==> src/rtl/mbwq_pkg.sv <==
// shared types, register map and reset values for the button window qualifier
package mbwq_pkg;

	localparam int AddrW = 5;
	localparam int DataW = 32;

	localparam logic [11:0] AdcThresholdRst = 12'd1200;
	localparam logic [15:0] EdgeLockoutRst  = 16'd2000;
	localparam logic [15:0] WindowMsRst     = 16'd100;
	localparam logic [7:0]  HitsNeededRst   = 8'd3;
	localparam logic [15:0] HoldoffMsRst    = 16'd200;

	localparam logic [7:0] HitsMax = 8'd255;

	typedef enum logic [2:0] {
		REG_ADC_THRESHOLD = 3'd0,
		REG_EDGE_LOCKOUT  = 3'd1,
		REG_WINDOW_MS     = 3'd2,
		REG_HITS_NEEDED   = 3'd3,
		REG_HOLDOFF_MS    = 3'd4
	} reg_idx_t;

	typedef enum logic {
		FUNC_EDGE = 1'b0,
		FUNC_POLL = 1'b1
	} func_t;

	typedef struct packed {
		logic [11:0] adc_threshold;
		logic [15:0] edge_lockout_us;
		logic [15:0] win_len_ms;
		logic [7:0]  hits_needed;
		logic [15:0] press_holdoff_ms;
	} cfg_t;

	typedef struct packed {
		logic        func;
		logic [31:0] now_us;
		logic [31:0] now_ms;
		logic        sample_valid;
		logic [11:0] row_sample;
		logic        credit_window_open;
		logic [7:0]  credits;
	} item_t;

	typedef struct packed {
		logic       edge_accepted;
		logic       hit;
		logic       fire_relay;
		logic [7:0] pulse_count;
		logic       close_window;
		logic       no_funds;
	} res_t;

endpackage

==> src/rtl/mbwq_regs.sv <==
// apb configuration registers
module mbwq_regs (
	input  logic                         clk,
	input  logic                         arst_n,
	input  logic                         psel,
	input  logic                         penable,
	input  logic                         pwrite,
	input  logic [mbwq_pkg::AddrW-1:0]   paddr,
	input  logic [mbwq_pkg::DataW-1:0]   pwdata,
	output logic [mbwq_pkg::DataW-1:0]   prdata,
	output logic                         pready,
	output mbwq_pkg::cfg_t               cfg
);
	import mbwq_pkg::*;

	cfg_t     cfg_q;
	reg_idx_t idx;
	logic     wr_en;

	assign idx    = reg_idx_t'(paddr[4:2]);
	assign wr_en  = psel && penable && pwrite;
	assign pready = 1'b1;
	assign cfg    = cfg_q;

	always_ff @(posedge clk or negedge arst_n) begin
		if (!arst_n) begin
			cfg_q.adc_threshold    <= AdcThresholdRst;
			cfg_q.edge_lockout_us  <= EdgeLockoutRst;
			cfg_q.win_len_ms       <= WindowMsRst;
			cfg_q.hits_needed      <= HitsNeededRst;
			cfg_q.press_holdoff_ms <= HoldoffMsRst;
		end else if (wr_en) begin
			case (idx)
				REG_ADC_THRESHOLD: cfg_q.adc_threshold    <= pwdata[11:0];
				REG_EDGE_LOCKOUT:  cfg_q.edge_lockout_us  <= pwdata[15:0];
				REG_WINDOW_MS:     cfg_q.win_len_ms       <= pwdata[15:0];
				REG_HITS_NEEDED:   cfg_q.hits_needed      <= pwdata[7:0];
				REG_HOLDOFF_MS:    cfg_q.press_holdoff_ms <= pwdata[15:0];
				default: ;
			endcase
		end
	end

	always_comb begin
		case (idx)
			REG_ADC_THRESHOLD: prdata = {20'd0, cfg_q.adc_threshold};
			REG_EDGE_LOCKOUT:  prdata = {16'd0, cfg_q.edge_lockout_us};
			REG_WINDOW_MS:     prdata = {16'd0, cfg_q.win_len_ms};
			REG_HITS_NEEDED:   prdata = {24'd0, cfg_q.hits_needed};
			REG_HOLDOFF_MS:    prdata = {16'd0, cfg_q.press_holdoff_ms};
			default:           prdata = '0;
		endcase
	end

endmodule

==> src/rtl/mbwq_eval.sv <==
// qualifier state and combinational evaluation of one request
module mbwq_eval (
	input  logic            clk,
	input  logic            arst_n,
	input  logic            advance,
	input  mbwq_pkg::item_t item,
	input  mbwq_pkg::cfg_t  cfg,
	output mbwq_pkg::res_t  res
);
	import mbwq_pkg::*;

	logic [31:0] last_edge_q;
	logic [7:0]  hits_q;
	logic [31:0] win_start_q;
	logic        pending_q;
	logic [31:0] last_press_q;

	logic [31:0] edge_gap;
	logic [31:0] win_gap;
	logic [31:0] press_gap;
	logic        is_poll;
	logic        edge_ok;
	logic        is_hit;
	logic [7:0]  hits_inc;
	logic        win_restart;
	logic        press_ok;
	logic        fire;

	assign is_poll     = (item.func == FUNC_POLL);
	assign edge_gap    = item.now_us - last_edge_q;
	assign win_gap     = item.now_ms - win_start_q;
	assign press_gap   = item.now_ms - last_press_q;
	assign edge_ok     = !is_poll && (edge_gap >= {16'd0, cfg.edge_lockout_us});
	assign is_hit      = edge_ok && item.sample_valid && (item.row_sample < cfg.adc_threshold);
	assign hits_inc    = (hits_q == HitsMax) ? hits_q : hits_q + 8'd1;
	assign win_restart = is_poll && (win_gap >= {16'd0, cfg.win_len_ms});
	assign press_ok    = is_poll && pending_q && (press_gap >= {16'd0, cfg.press_holdoff_ms});
	assign fire        = press_ok && item.credit_window_open;

	always_comb begin
		res.edge_accepted = edge_ok;
		res.hit           = is_hit;
		res.fire_relay    = fire;
		res.pulse_count   = fire ? item.credits : 8'd0;
		res.close_window  = fire;
		res.no_funds      = press_ok && !item.credit_window_open;
	end

	always_ff @(posedge clk or negedge arst_n) begin
		if (!arst_n) begin
			last_edge_q  <= '0;
			hits_q       <= '0;
			win_start_q  <= '0;
			pending_q    <= 1'b0;
			last_press_q <= '0;
		end else if (advance) begin
			if (edge_ok) begin
				last_edge_q <= item.now_us;
			end
			if (is_hit) begin
				hits_q <= hits_inc;
				if (hits_inc >= cfg.hits_needed) begin
					pending_q <= 1'b1;
				end
			end
			if (win_restart) begin
				hits_q      <= '0;
				win_start_q <= item.now_ms;
			end
			if (is_poll) begin
				pending_q <= 1'b0;
			end
			if (press_ok) begin
				last_press_q <= item.now_ms;
			end
		end
	end

endmodule

==> src/rtl/matrix_button_window_qualifier_core.sv <==
// top level of the matrix button window qualifier
//
// channel   direction  handshake              payload
// in        to block   in_valid / in_ready    func, now_us, now_ms, sample_valid, row_sample,
//                                             credit_window_open, credits
// out       from block out_valid / out_ready  edge_accepted, hit, fire_relay, pulse_count,
//                                             close_window, no_funds
// apb       to block   psel/penable/pready    pwrite, paddr, pwdata, prdata
//
// one request per cycle sustained while out_ready is high; a request lands in the input
// register, is evaluated against the state in the next cycle and its result sits in the
// output register after that, where it stays valid until the result handshake
// reset clears the state, the configuration to its defaults and the valid flags of both register stages
// a stalled output holds the evaluation; the input register still takes one more request
module matrix_button_window_qualifier_core (
	input  logic                         clk,
	input  logic                         arst_n,
	input  logic                         in_valid,
	output logic                         in_ready,
	input  logic                         func,
	input  logic [31:0]                  now_us,
	input  logic [31:0]                  now_ms,
	input  logic                         sample_valid,
	input  logic [11:0]                  row_sample,
	input  logic                         credit_window_open,
	input  logic [7:0]                   credits,
	output logic                         out_valid,
	input  logic                         out_ready,
	output logic                         edge_accepted,
	output logic                         hit,
	output logic                         fire_relay,
	output logic [7:0]                   pulse_count,
	output logic                         close_window,
	output logic                         no_funds,
	input  logic                         psel,
	input  logic                         penable,
	input  logic                         pwrite,
	input  logic [mbwq_pkg::AddrW-1:0]   paddr,
	input  logic [mbwq_pkg::DataW-1:0]   pwdata,
	output logic [mbwq_pkg::DataW-1:0]   prdata,
	output logic                         pready
);
	import mbwq_pkg::*;

	cfg_t  cfg;
	item_t item_s1;
	logic  valid_s1;
	res_t  res;
	res_t  res_s2;
	logic  valid_s2;
	logic  advance;
	logic  take;

	assign advance  = valid_s1 && (!valid_s2 || out_ready);
	assign in_ready = !valid_s1 || advance;
	assign take     = in_valid && in_ready;

	mbwq_regs u_regs (
		.clk     (clk),
		.arst_n  (arst_n),
		.psel    (psel),
		.penable (penable),
		.pwrite  (pwrite),
		.paddr   (paddr),
		.pwdata  (pwdata),
		.prdata  (prdata),
		.pready  (pready),
		.cfg     (cfg)
	);

	mbwq_eval u_eval (
		.clk     (clk),
		.arst_n  (arst_n),
		.advance (advance),
		.item    (item_s1),
		.cfg     (cfg),
		.res     (res)
	);

	always_ff @(posedge clk or negedge arst_n) begin
		if (!arst_n) begin
			valid_s1 <= 1'b0;
			valid_s2 <= 1'b0;
		end else begin
			if (take) begin
				valid_s1 <= 1'b1;
			end else if (advance) begin
				valid_s1 <= 1'b0;
			end
			if (advance) begin
				valid_s2 <= 1'b1;
			end else if (out_ready) begin
				valid_s2 <= 1'b0;
			end
		end
	end

	always_ff @(posedge clk) begin
		if (take) begin
			item_s1.func               <= func;
			item_s1.now_us             <= now_us;
			item_s1.now_ms             <= now_ms;
			item_s1.sample_valid       <= sample_valid;
			item_s1.row_sample         <= row_sample;
			item_s1.credit_window_open <= credit_window_open;
			item_s1.credits            <= credits;
		end
		if (advance) begin
			res_s2 <= res;
		end
	end

	assign out_valid     = valid_s2;
	assign edge_accepted = res_s2.edge_accepted;
	assign hit           = res_s2.hit;
	assign fire_relay    = res_s2.fire_relay;
	assign pulse_count   = res_s2.pulse_count;
	assign close_window  = res_s2.close_window;
	assign no_funds      = res_s2.no_funds;

`ifndef SYNTHESIS
	a_kind_excl: assert property (@(posedge clk) disable iff (!arst_n)
		out_valid |-> !((edge_accepted || hit) && (fire_relay || no_funds)))
		else $error("edge and poll results mixed");

	a_fire_close: assert property (@(posedge clk) disable iff (!arst_n)
		out_valid |-> (fire_relay == close_window) && !(fire_relay && no_funds))
		else $error("press outcome inconsistent");

	a_hit_edge: assert property (@(posedge clk) disable iff (!arst_n)
		out_valid && hit |-> edge_accepted)
		else $error("hit without accepted edge");

	a_stall_hold: assert property (@(posedge clk) disable iff (!arst_n)
		valid_s1 && valid_s2 && !out_ready |=> valid_s1 && valid_s2)
		else $error("request lost under stall");
`endif

endmodule
==> config.mk <==
export PLATFORM = sky130hd
export DESIGN_NAME = matrix_button_window_qualifier_core
export DESIGN_NICKNAME = d
export VERILOG_FILES = /design/src/rtl/mbwq_pkg.sv /design/src/rtl/mbwq_regs.sv /design/src/rtl/mbwq_eval.sv /design/src/rtl/matrix_button_window_qualifier_core.sv
export SDC_FILE = /design/constraint.sdc
export NUM_CORES = 1
export LEC_CHECK = 0
export BUFFER_PORTS_ARGS = -buffer_cell sky130_fd_sc_hd__buf_2
export CELL_PAD_IN_SITES_DETAIL_PLACEMENT = 1
export CELL_PAD_IN_SITES_GLOBAL_PLACEMENT = 1
export CORE_ASPECT_RATIO = 1.25
export CORE_MARGIN = 5
export CORE_UTILIZATION = 30
export DETAILED_ROUTE_END_ITERATION = 6
export PLACE_DENSITY = 0.62
export SKIP_LAST_GASP = 1
export SLEW_MARGIN = 20
export SYNTH_ARGS = -nofsm -noshare
export SYNTH_HDL_FRONTEND = slang
export SYNTH_SLANG_ARGS = --single-unit
export TNS_END_PERCENT = 30
==> constraint.sdc <==
create_clock -name clk -period 6.8 [get_ports clk]
set_clock_uncertainty 0.1 [all_clocks]
set_input_delay 0.68 -clock clk [delete_from_list [all_inputs] [get_ports clk]]
set_output_delay 0.68 -clock clk [all_outputs]
set_load 0.02 [all_outputs]
Yosys cells after proc, flatten, opt, wreduce, memory -nomap -nowiden --
Index checks and enable logic that the tools add are counted.
Word-level totals: memories kept 0, memory bits (read-only) 0, word-level logic and storage cells 83, output and inout port bits 48, latch bits 0, input bits 131, bits in registers 274, memory bits (writable) 0
Cells by class: reductions and logical operators 34, bitwise logic cells 0, shift-type cells 0, divide/modulo/power cells 0, order comparisons 5, mux-type cells 11, multiply operators 0, equal/unequal tests 5, $add $sub $neg 4
Operators by type and width (count):
- 32-bit by 16-bit greater-or-equal comparator with 1-bit output | 3
- 32-bit subtractor | 3
- 16-bit case mux with 5 select lines | 1
- 8-bit two-way mux | 3
- 2-bit AND reduction | 9
- 1-bit logical AND | 12
- 12-bit less-than comparator | 1
- 2-bit nonzero test | 5
- 8-bit by 1-bit adder with 8-bit output (second input constant) | 1
- 8-bit equality test (second input constant) | 1
- 8-bit greater-or-equal comparator | 1
- 1-bit two-way mux | 7
- 3-bit by 2-bit equality test with 1-bit output (second input constant) | 2
- 1-bit zero test | 4
- 3-bit by 1-bit equality test with 1-bit output (second input constant) | 1
- 3-bit equality test (second input constant) | 1
- 3-bit zero test | 1
- 3-bit AND reduction | 1
- 1-bit logical OR | 2

Logic depth before layout (Yosys ltp) --
Gate-level depths: netlist of the first run.
depth in word-level cells 7, mapped depth 24, depth with buffers taken out 23

Hierarchy --
A second synthesis of the first run with hierarchy kept.
Unflattened totals: cell total of the unflattened synthesis 1776, area, all modules 18256.3 um2
By module, submodules not included:
- mbwq_eval | area an instance 11870.1 um2, cells each 1431, instances 1, seq. area each 2627.5 um2
- mbwq_regs | area an instance 3279.4 um2, cells each 237, instances 1, seq. area each 1724.2 um2
- matrix_button_window_qualifier_core | area an instance 3106.7 um2, cells each 108, instances 1, seq. area each 3052.9 um2

Worst setup path after synthesis of the first run --
Ideal clock, no wire load.
path kind reg2reg, start point register item_s1[23] (netlist bit), end point register u_eval.last_press_q[10], data arrival time 4.860 ns, path buffers 1, stages on the path, launching flop included 21, clock period less this slack 5.085 ns, slack 1.715 ns, library setup time 0.125 ns, required time 6.575 ns, cell sequence edfxtp_1 ha_1 nor2b_1 o2111a_1 or2_2 a21oi_1 o21ai_0 a21oi_1 o21bai_1 xor2_1 ha_1 a21o_1 a21o_1 a211oi_1 a21o_1 nand4_1 or4_1 or4_4 o211ai_2 buf_6 mux2_4
On the way: word-level cells in the longest chain between the ends 4
RTL lines:
- from (decl) | RTL line matrix_button_window_qualifier_core.sv:46 | item_t item_s1;
- 32-bit subtractor | RTL line mbwq_eval.sv:32 | assign press_gap = item.now_ms - last_press_q;
- 32-bit by 16-bit greater-or-equal comparator with 1-bit output | RTL line mbwq_eval.sv:37 | assign press_ok = is_poll && pending_q && (press_gap >= {16'd0, cfg.press_holdoff_ms});
- 1-bit logical AND | RTL line mbwq_eval.sv:37
- 2-bit AND reduction (no source line)
- to (signal assigned) | RTL line mbwq_eval.sv:74 | last_press_q <= item.now_ms;
- to (decl) | RTL line mbwq_eval.sv:16 | logic [31:0] last_press_q;
No other way between the ends. A chain may end at the register's enable or synchronous reset.

==> results of run 1 <==
[critical path, stage by stage, from the launching register on]
cell and delay (ns):
sky130_fd_sc_hd__dfrtp_1 0.39, sky130_fd_sc_hd__inv_1 0.09, sky130_fd_sc_hd__ha_1 0.22, sky130_fd_sc_hd__nor2b_1 0.14, sky130_fd_sc_hd__o31a_1 0.27, sky130_fd_sc_hd__o21ai_0 0.15
sky130_fd_sc_hd__nand2b_1 0.10, sky130_fd_sc_hd__a21o_1 0.19, sky130_fd_sc_hd__a21o_1 0.19, sky130_fd_sc_hd__a21o_1 0.17, sky130_fd_sc_hd__a21oi_1 0.16, sky130_fd_sc_hd__xnor2_1 0.14
sky130_fd_sc_hd__ha_1 0.27, sky130_fd_sc_hd__a21oi_1 0.15, sky130_fd_sc_hd__o21ai_0 0.15, sky130_fd_sc_hd__a2111oi_0 0.44, sky130_fd_sc_hd__o31a_1 0.22, sky130_fd_sc_hd__o311ai_0 0.17
sky130_fd_sc_hd__nor4_1 0.22, sky130_fd_sc_hd__nand3_1 0.11, sky130_fd_sc_hd__nor3_1 0.38, sky130_fd_sc_hd__a41oi_4 0.34, sky130_fd_sc_hd__nand2_1 0.15, sky130_fd_sc_hd__buf_4 0.45
sky130_fd_sc_hd__mux2_2 0.40
[cell families after synthesis]
group / after synthesis / synth area share, %
multiplexers: 116 / 7.67
AO/OA/AOI/OAI: 500 / 17.6
buffers and inverters: 270 / 6.29
other: 2 / 0.0418
XOR/XNOR: 69 / 3.36
flip-flops: 274 / 41.0
AND/OR/NAND/NOR: 473 / 12.5
adder cells (fa/ha/maj): 164 / 11.5
[cells in the final DEF (no fill, tap or decap), drive strengths merged, types with 26 or more instances in the layout]
cell | synthesis | final
nor3 | 27 | 27
inv | 190 | 193
nand4 | 26 | 26
mux2i | 32 | 32
nand2 | 186 | 186
dfrtp | 157 | 157
edfxtp | 99 | 99
xnor2 | 35 | 35
ha | 161 | 161
clkbuf | 50 | 46
nor2 | 94 | 94
xor2 | 34 | 34
o21ai | 169 | 169
a21o | 47 | 47
a21oi | 128 | 128
buf | 30 | 153
nand3 | 41 | 41
mux2 | 84 | 84
[registers in the layout (all words and copies together) (netlist names)]
signal,cells
u_eval.last_press_q,32
u_eval.pending_q,1
u_eval.win_start_q,32
u_eval.last_edge_q,32
out_valid,1
close_window,1
pulse_count,8
valid_s1,1
hit,1
u_regs.cfg,68
edge_accepted,1
no_funds,1
u_eval.hits_q,8
item_s1,87
[area by class of cell]
type / count / area, sq um / area share [%]
clock buffer: 46 / 980 / 4.78
clock inverter: 15 / 105 / 0.513
inverter: 190 / 713 / 3.48
multi-input combinational: 1339 / 9560 / 46.6
sequential: 274 / 7370 / 36.0
tap: 765 / 957 / 4.67
timing repair buffer: 153 / 810 / 3.95
[worst paths after layout]
kind,startpoint,to
setup / recovery,u_eval.last_edge_q[1],u_eval.last_edge_q[24]
hold / removal,arst_n,u_eval.last_press_q[27]
setup reg to reg,u_eval.last_edge_q[1],u_eval.last_edge_q[24]
hold reg to reg,valid_s1,out_valid
max in group asynchronous,arst_n,u_eval.last_edge_q[30]
min in group clk,row_sample[11],item_s1[20]
[layer usage]
layer	track usage, %	wire length [um]	up-vias
li1	-	-	6887
met1	19.6	23000	6966
met2	30.0	27400	224
met3	2.69	1860	76
met4	4.90	1610	0
met5	0	0	-
[metrics by stage]
stage	setup WS (ns)	hold WS [ns]	instance area (sq um)	instances	total power, mW
after global placement	0.961	0.358	19400	2721	4.15
after global routing	0.251	0.0880	20500	2782	6.42
final	0.855	0.0515	20500	2782	5.98
after CTS	0.846	0.0497	20500	2782	6.08
after detailed placement	0.903	0.381	19400	2721	4.24
after floorplan	1.72	0.284	18000	1883	3.58
[where the power goes]
group | total, mW | internal [mW] | switching, mW
Combinational | 2.09 | 0.814 | 1.28
Clock | 1.78 | 1.02 | 0.754
Sequential | 2.11 | 1.96 | 0.144
==> implementation parameters, run 1 <==
Parameter                              Value

Worst setup path
  CP arrival ... 6.25 ns
  Start-to-end type of the worst setup path ... register to register
  Reg2reg path depth ... 24
  WP data required ... 7.11 ns
  Startpoint kind of the worst setup timing path ... register
  Type of destination of the critical path ... register
  Largest fanout on the critical path ... 32
  Reg2reg setup slack ... 0.86 ns

Die
  Ports ... 179
  Placement row count ... 100
  Die outline height ... 284 um
  Starting utilization of the core area ... 30.2%
  Chip Width ... 229 um
  Core footprint ... 59,400 sq um
  Die area ... 65,000 sq um

Synth
  Most frequent cells after synthesis ... 190 x sky130_fd_sc_hd__inv_1, 186 x sky130_fd_sc_hd__nand2_1, 161 x sky130_fd_sc_hd__ha_1, 161 x sky130_fd_sc_hd__o21ai_0, 157 x sky130_fd_sc_hd__dfrtp_1
  Cell variety after synth ... 82
  Number of flip-flops and latches in the synthesized netlist ... 274
  Mean cell area of the mapped netlist ... 9.62 sq um
  Proportion of register bits with asynchronous set or reset after synthesis ... 63.9%
  Biggest area contributors in the synthesized netlist ... sky130_fd_sc_hd__dfrtp_1 22%, sky130_fd_sc_hd__edfxtp_1 17%, sky130_fd_sc_hd__ha_1 11%, sky130_fd_sc_hd__o21ai_0 4.5%, sky130_fd_sc_hd__inv_1 4.0%
  Prevailing post-synth register cell ... sky130_fd_sc_hd__dfrtp_1
  Post-synth top area share ... 21.9%
  Gate count after technology mapping ... 1,868
  Count of warnings emitted by yosys ... 0
  Most frequent cell after synthesis ... sky130_fd_sc_hd__inv_1
  Post-Synthesis Cell Area ... 18,000 sq um
  Sequential share of the synthesized area ... 41.0%
  Number of enable flip-flop cells after synthesis ... 99
  Largest area contributor in the synthesized netlist ... sky130_fd_sc_hd__dfrtp_1

Run status
  Status ... complete, no violations

Layout
  Number of inserted filler cells in the final layout ... 6,782
  Post-layout util ... 34.5%
  Area overhead of the layout relative to synthesis ... 14.0%
  Number of nets in the layout ... 2,287
  Fraction of final layout cells sized beyond drive strength 1 ... 16.1%
  Number of antenna cells inserted ... 0

Clocking
  Clock input transition at the sequential cells of the worst setup and hold paths ... 0.06 ns
  Number of post-CTS setup repair buffers ... 0
  Number of buffers added to fix hold violations after cts ... 0
  Number of buffers inserted during clock tree synthesis ... 34
  TritonCTS clock tree ... done
  Number of instances resized during post-cts repair ... 0
  Largest buffer count on any clock path ... 3
  Cell at the root of the clock tree ... sky130_fd_sc_hd__clkbuf_16
  H-tree lvl count ... 2
  Clock insertion delay at the later pin of the skew report ... 0.56 ns
  Sinks on Clock Net ... 274

Timing
  # setup viols final ... 0
  FMAX ... 0.168 GHz
  Setup tns final ... 0 ns
  Period minus WS final ... 5.94 ns
  Max-slew violation total from the final report ... 0
  Count of endpoints failing hold in the final timing report ... 0
  RSZ-0062 raised after global routing ... no
  Slew margin rel. ... 35.7%
  Final worst-path cycle share ... 87.4%
  Slew at the pin closest to its max-slew limit ... 0.965 ns

Routing
  Average routed wire per standard cell ... 19.4 um
  Post-detailed-route count of antenna-violating nets ... 0
  Total number of vias ... 14,153
  Number of design rule violations left after detail routing ... 0
  Drt pass-1 iters ... 5
  DRC marker count from the first detailed-route iteration ... 526
  Number of vias per cell ... 5.09
  Total routed wirelength ... 53,900 um

Placed design
  Number of port buffers ... 143
  GP Congestion ... 0.880
  Detailed placer's ending HPWL ... 42,500 um

Power and ir drop
  Leakage power total ... 9.08 nW
  VDD IR max ... 0.000164 V
  Power density relative to cell area ... 292 nW/um^2

GRT
  Via count of the first global-routing pass ... 15,268
  Maximum number of pins on one net before global-route repair ... 106
  Total global routing overflow ... 0
  First-pass GRT wire length ... 85,900 um
  Initial antenna violation count ... 2
  Overall Global Routing Usage ... 16.3%

Min path
  Worst hold path class ... input port to async pin

Job
  Max cap viols ... 0
No activity file was read; power rests on OpenSTA's default activity.
==> inputs of run 2 (changes only) <==
--- a/config.mk
+++ b/config.mk
@@ -13,6 +13,7 @@
 export CORE_UTILIZATION = 30
 export DETAILED_ROUTE_END_ITERATION = 6
 export PLACE_DENSITY = 0.62
+export REMOVE_ABC_BUFFERS = 1
 export SKIP_LAST_GASP = 1
 export SLEW_MARGIN = 20
 export SYNTH_ARGS = -nofsm -noshare
==> constraint.sdc (replaced) <==
create_clock -name clk -period 6.8 [get_ports clk]
set_clock_uncertainty 0.1 [all_clocks]
set_input_delay 1.02 -clock clk [delete_from_list [all_inputs] [get_ports clk]]
set_output_delay 1.02 -clock clk [all_outputs]
set_load 0.02 [all_outputs]
==> implementation parameters, run 2 (synthesis results as in run 1) <==
Parameter                              Value

Clocking
  Number of buffers added to fix hold violations after cts ... 0
  Number of instances resized during post-cts repair ... 0
  Number of buffers inserted during clock tree synthesis ... 36
  Sinks on Clock Net ... 274
  TritonCTS clock tree ... done
  H-tree lvl count ... 2
  Number of post-CTS setup repair buffers ... 0
  Cell at the root of the clock tree ... sky130_fd_sc_hd__clkbuf_16
  Largest buffer count on any clock path ... 3
  Clock input transition at the sequential cells of the worst setup and hold paths ... 0.06 ns
  Clock insertion delay at the later pin of the skew report ... 0.55 ns

Worst setup path
  Largest fanout on the critical path ... 32
  Start-to-end type of the worst setup path ... register to register
  Startpoint kind of the worst setup timing path ... register
  WP data required ... 7.12 ns
  Type of destination of the critical path ... register
  CP arrival ... 6.21 ns

GRT
  Via count of the first global-routing pass ... 15,323
  Initial antenna violation count ... 1
  Total global routing overflow ... 0
  Overall Global Routing Usage ... 15.9%
  First-pass GRT wire length ... 83,700 um
  Maximum number of pins on one net before global-route repair ... 76

Die
  Ports ... 179
  Placement row count ... 100
  Die outline height ... 284 um
  Chip Width ... 229 um
  Starting utilization of the core area ... 30.2%
  Die area ... 65,000 sq um
  Core footprint ... 59,400 sq um

Power and ir drop
  Switch share ... 35.6%
  Fraction of power consumed by combinational cells ... 34.0%
  Power density relative to cell area ... 294 nW/um^2
  Leakage power total ... 9.11 nW
  VDD IR max ... 0.000180 V
  Sequential share of power ... 34.6%
  Total internal power ... 3.91 mW
  P_sw ... 2.16 mW
  Total Power Consumption ... 6.06 mW
  Share of power burned in the clock network ... 31.3%

Layout
  Number of flip-flops in the largest register ... 87
  Fraction of final layout cells sized beyond drive strength 1 ... 16.2%
  Most common library cell in the layout ignoring fill and taps ... sky130_fd_sc_hd__inv_1
  Post-layout util ... 34.6%
  Top library cells by usage in the layout, fill and taps aside ... 190 x sky130_fd_sc_hd__inv_1, 186 x sky130_fd_sc_hd__nand2_1, 161 x sky130_fd_sc_hd__o21ai_0, 161 x sky130_fd_sc_hd__ha_1, 157 x sky130_fd_sc_hd__dfrtp_1
  Number of nets in the layout ... 2,288
  Sequential standard cell area ... 7370 sq um
  Number of inserted filler cells in the final layout ... 6,770
  Total area of multi-input combinational cells ... 9560 sq um
  Area overhead of the layout relative to synthesis ... 14.5%
  Biggest register ... item_s1

Placed design
  Detailed placer's ending HPWL ... 41,400 um
  Number of port buffers ... 143
  GP Congestion ... 0.879

Timing
  Setup tns final ... 0 ns
  Period minus WS final ... 5.89 ns
  RSZ-0062 raised after global routing ... no
  Slew at the pin closest to its max-slew limit ... 0.851 ns
  FMAX ... 0.170 GHz
  Slew margin rel. ... 43.2%
  Max-slew violation total from the final report ... 0
  Count of endpoints failing hold in the final timing report ... 0
  Final worst-path cycle share ... 86.7%
  # setup viols final ... 0

Routing
  Number of design rule violations left after detail routing ... 0
  Post-detailed-route count of antenna-violating nets ... 0
  DRC marker count from the first detailed-route iteration ... 496
  Total number of vias ... 14,047
  Number of vias per cell ... 5.04
  Drt pass-1 iters ... 5
  Average routed wire per standard cell ... 18.9 um
  Total routed wirelength ... 52,600 um

Min path
  Worst hold path class ... input port to async pin

Job
  Max cap viols ... 0

Run status
  Status ... complete, no violations
-- run 2: path summary, 6_finish.rpt --
path                                           end  slack (ns)  depth (start not counted)        start
max                        u_eval.last_press_q[31]        0.91                         20  item_s1[23]
min                          u_eval.win_start_q[2]        0.39                          1       arst_n
max reg2reg                u_eval.last_press_q[31]        0.91                         20  item_s1[23]
min reg2reg                              out_valid        0.39                          1     valid_s1
max in group asynchronous   u_eval.last_edge_q[21]        4.86                          2       arst_n
min in group clk                         out_valid        0.39                          1     valid_s1
-- run 2: power groups by stage --
| stage | sequential (mW) | combinational [mW] | clock [mW] |
|---|---|---|---|
| final | 2.10 | 2.06 | 1.90 |
| after global routing | 2.13 | 2.34 | 2.05 |
| after CTS | 2.10 | 2.10 | 1.99 |
| after detailed placement | 2.13 | 2.08 | 0 |
| after global placement | 2.12 | 2.02 | 0 |
| after floorplan | 2.09 | 1.48 | 0 |
-- run 2: area by class of cell --
| cell class | count | area share (%) |
|---|---|---|
| multi-input cells | 1339 | 46.4 |
| flip-flops and latches | 274 | 35.8 |
| clock buffers | 46 | 4.70 |
| well taps | 765 | 4.65 |
| repair buffers | 152 | 3.90 |
| inverters | 190 | 3.46 |
| clock inverters | 19 | 1.01 |
| diodes | 2 | 0.0243 |
-- run 2: metrics by stage --
step	hold WS [ns]	area (sq um)	cells	setup slack [ns]
4_1_cts	0.397	20600	2785	0.849
2_1_floorplan	0.349	17600	1803	0.690
3_3_place_gp	0.369	19400	2720	0.942
6_report	0.393	20600	2787	0.908
5_1_grt	0.410	20600	2786	0.531
3_5_place_dp	0.382	19400	2720	0.902
-- run 2: critical path: stages, from the launching register on --
cell and delay (ns):
sky130_fd_sc_hd__edfxtp_1 0.53, sky130_fd_sc_hd__ha_1 0.34, sky130_fd_sc_hd__nor2b_1 0.14, sky130_fd_sc_hd__o2111a_1 0.29, sky130_fd_sc_hd__or2_2 0.31, sky130_fd_sc_hd__a21oi_1 0.18, sky130_fd_sc_hd__o21ai_0 0.14, sky130_fd_sc_hd__a21oi_1 0.17
sky130_fd_sc_hd__o21bai_1 0.09, sky130_fd_sc_hd__xor2_1 0.15, sky130_fd_sc_hd__ha_1 0.30, sky130_fd_sc_hd__a21o_1 0.19, sky130_fd_sc_hd__a21o_1 0.17, sky130_fd_sc_hd__a211oi_1 0.22, sky130_fd_sc_hd__a21o_1 0.26, sky130_fd_sc_hd__nand4_1 0.12
sky130_fd_sc_hd__or4_1 0.40, sky130_fd_sc_hd__or4_4 0.56, sky130_fd_sc_hd__o211ai_4 0.16, sky130_fd_sc_hd__buf_4 0.51, sky130_fd_sc_hd__mux2_2 0.40
-- run 2: routing by layer --
layer | vias up | wire length (um) | track usage [%]
met2 | 192 | 27900 | 30.2
li1 | 6866 | - | -
met4 | 0 | 1570 | 5.17
met5 | - | 0 | 0
met1 | 6909 | 21600 | 18.2
met3 | 80 | 1570 | 2.29
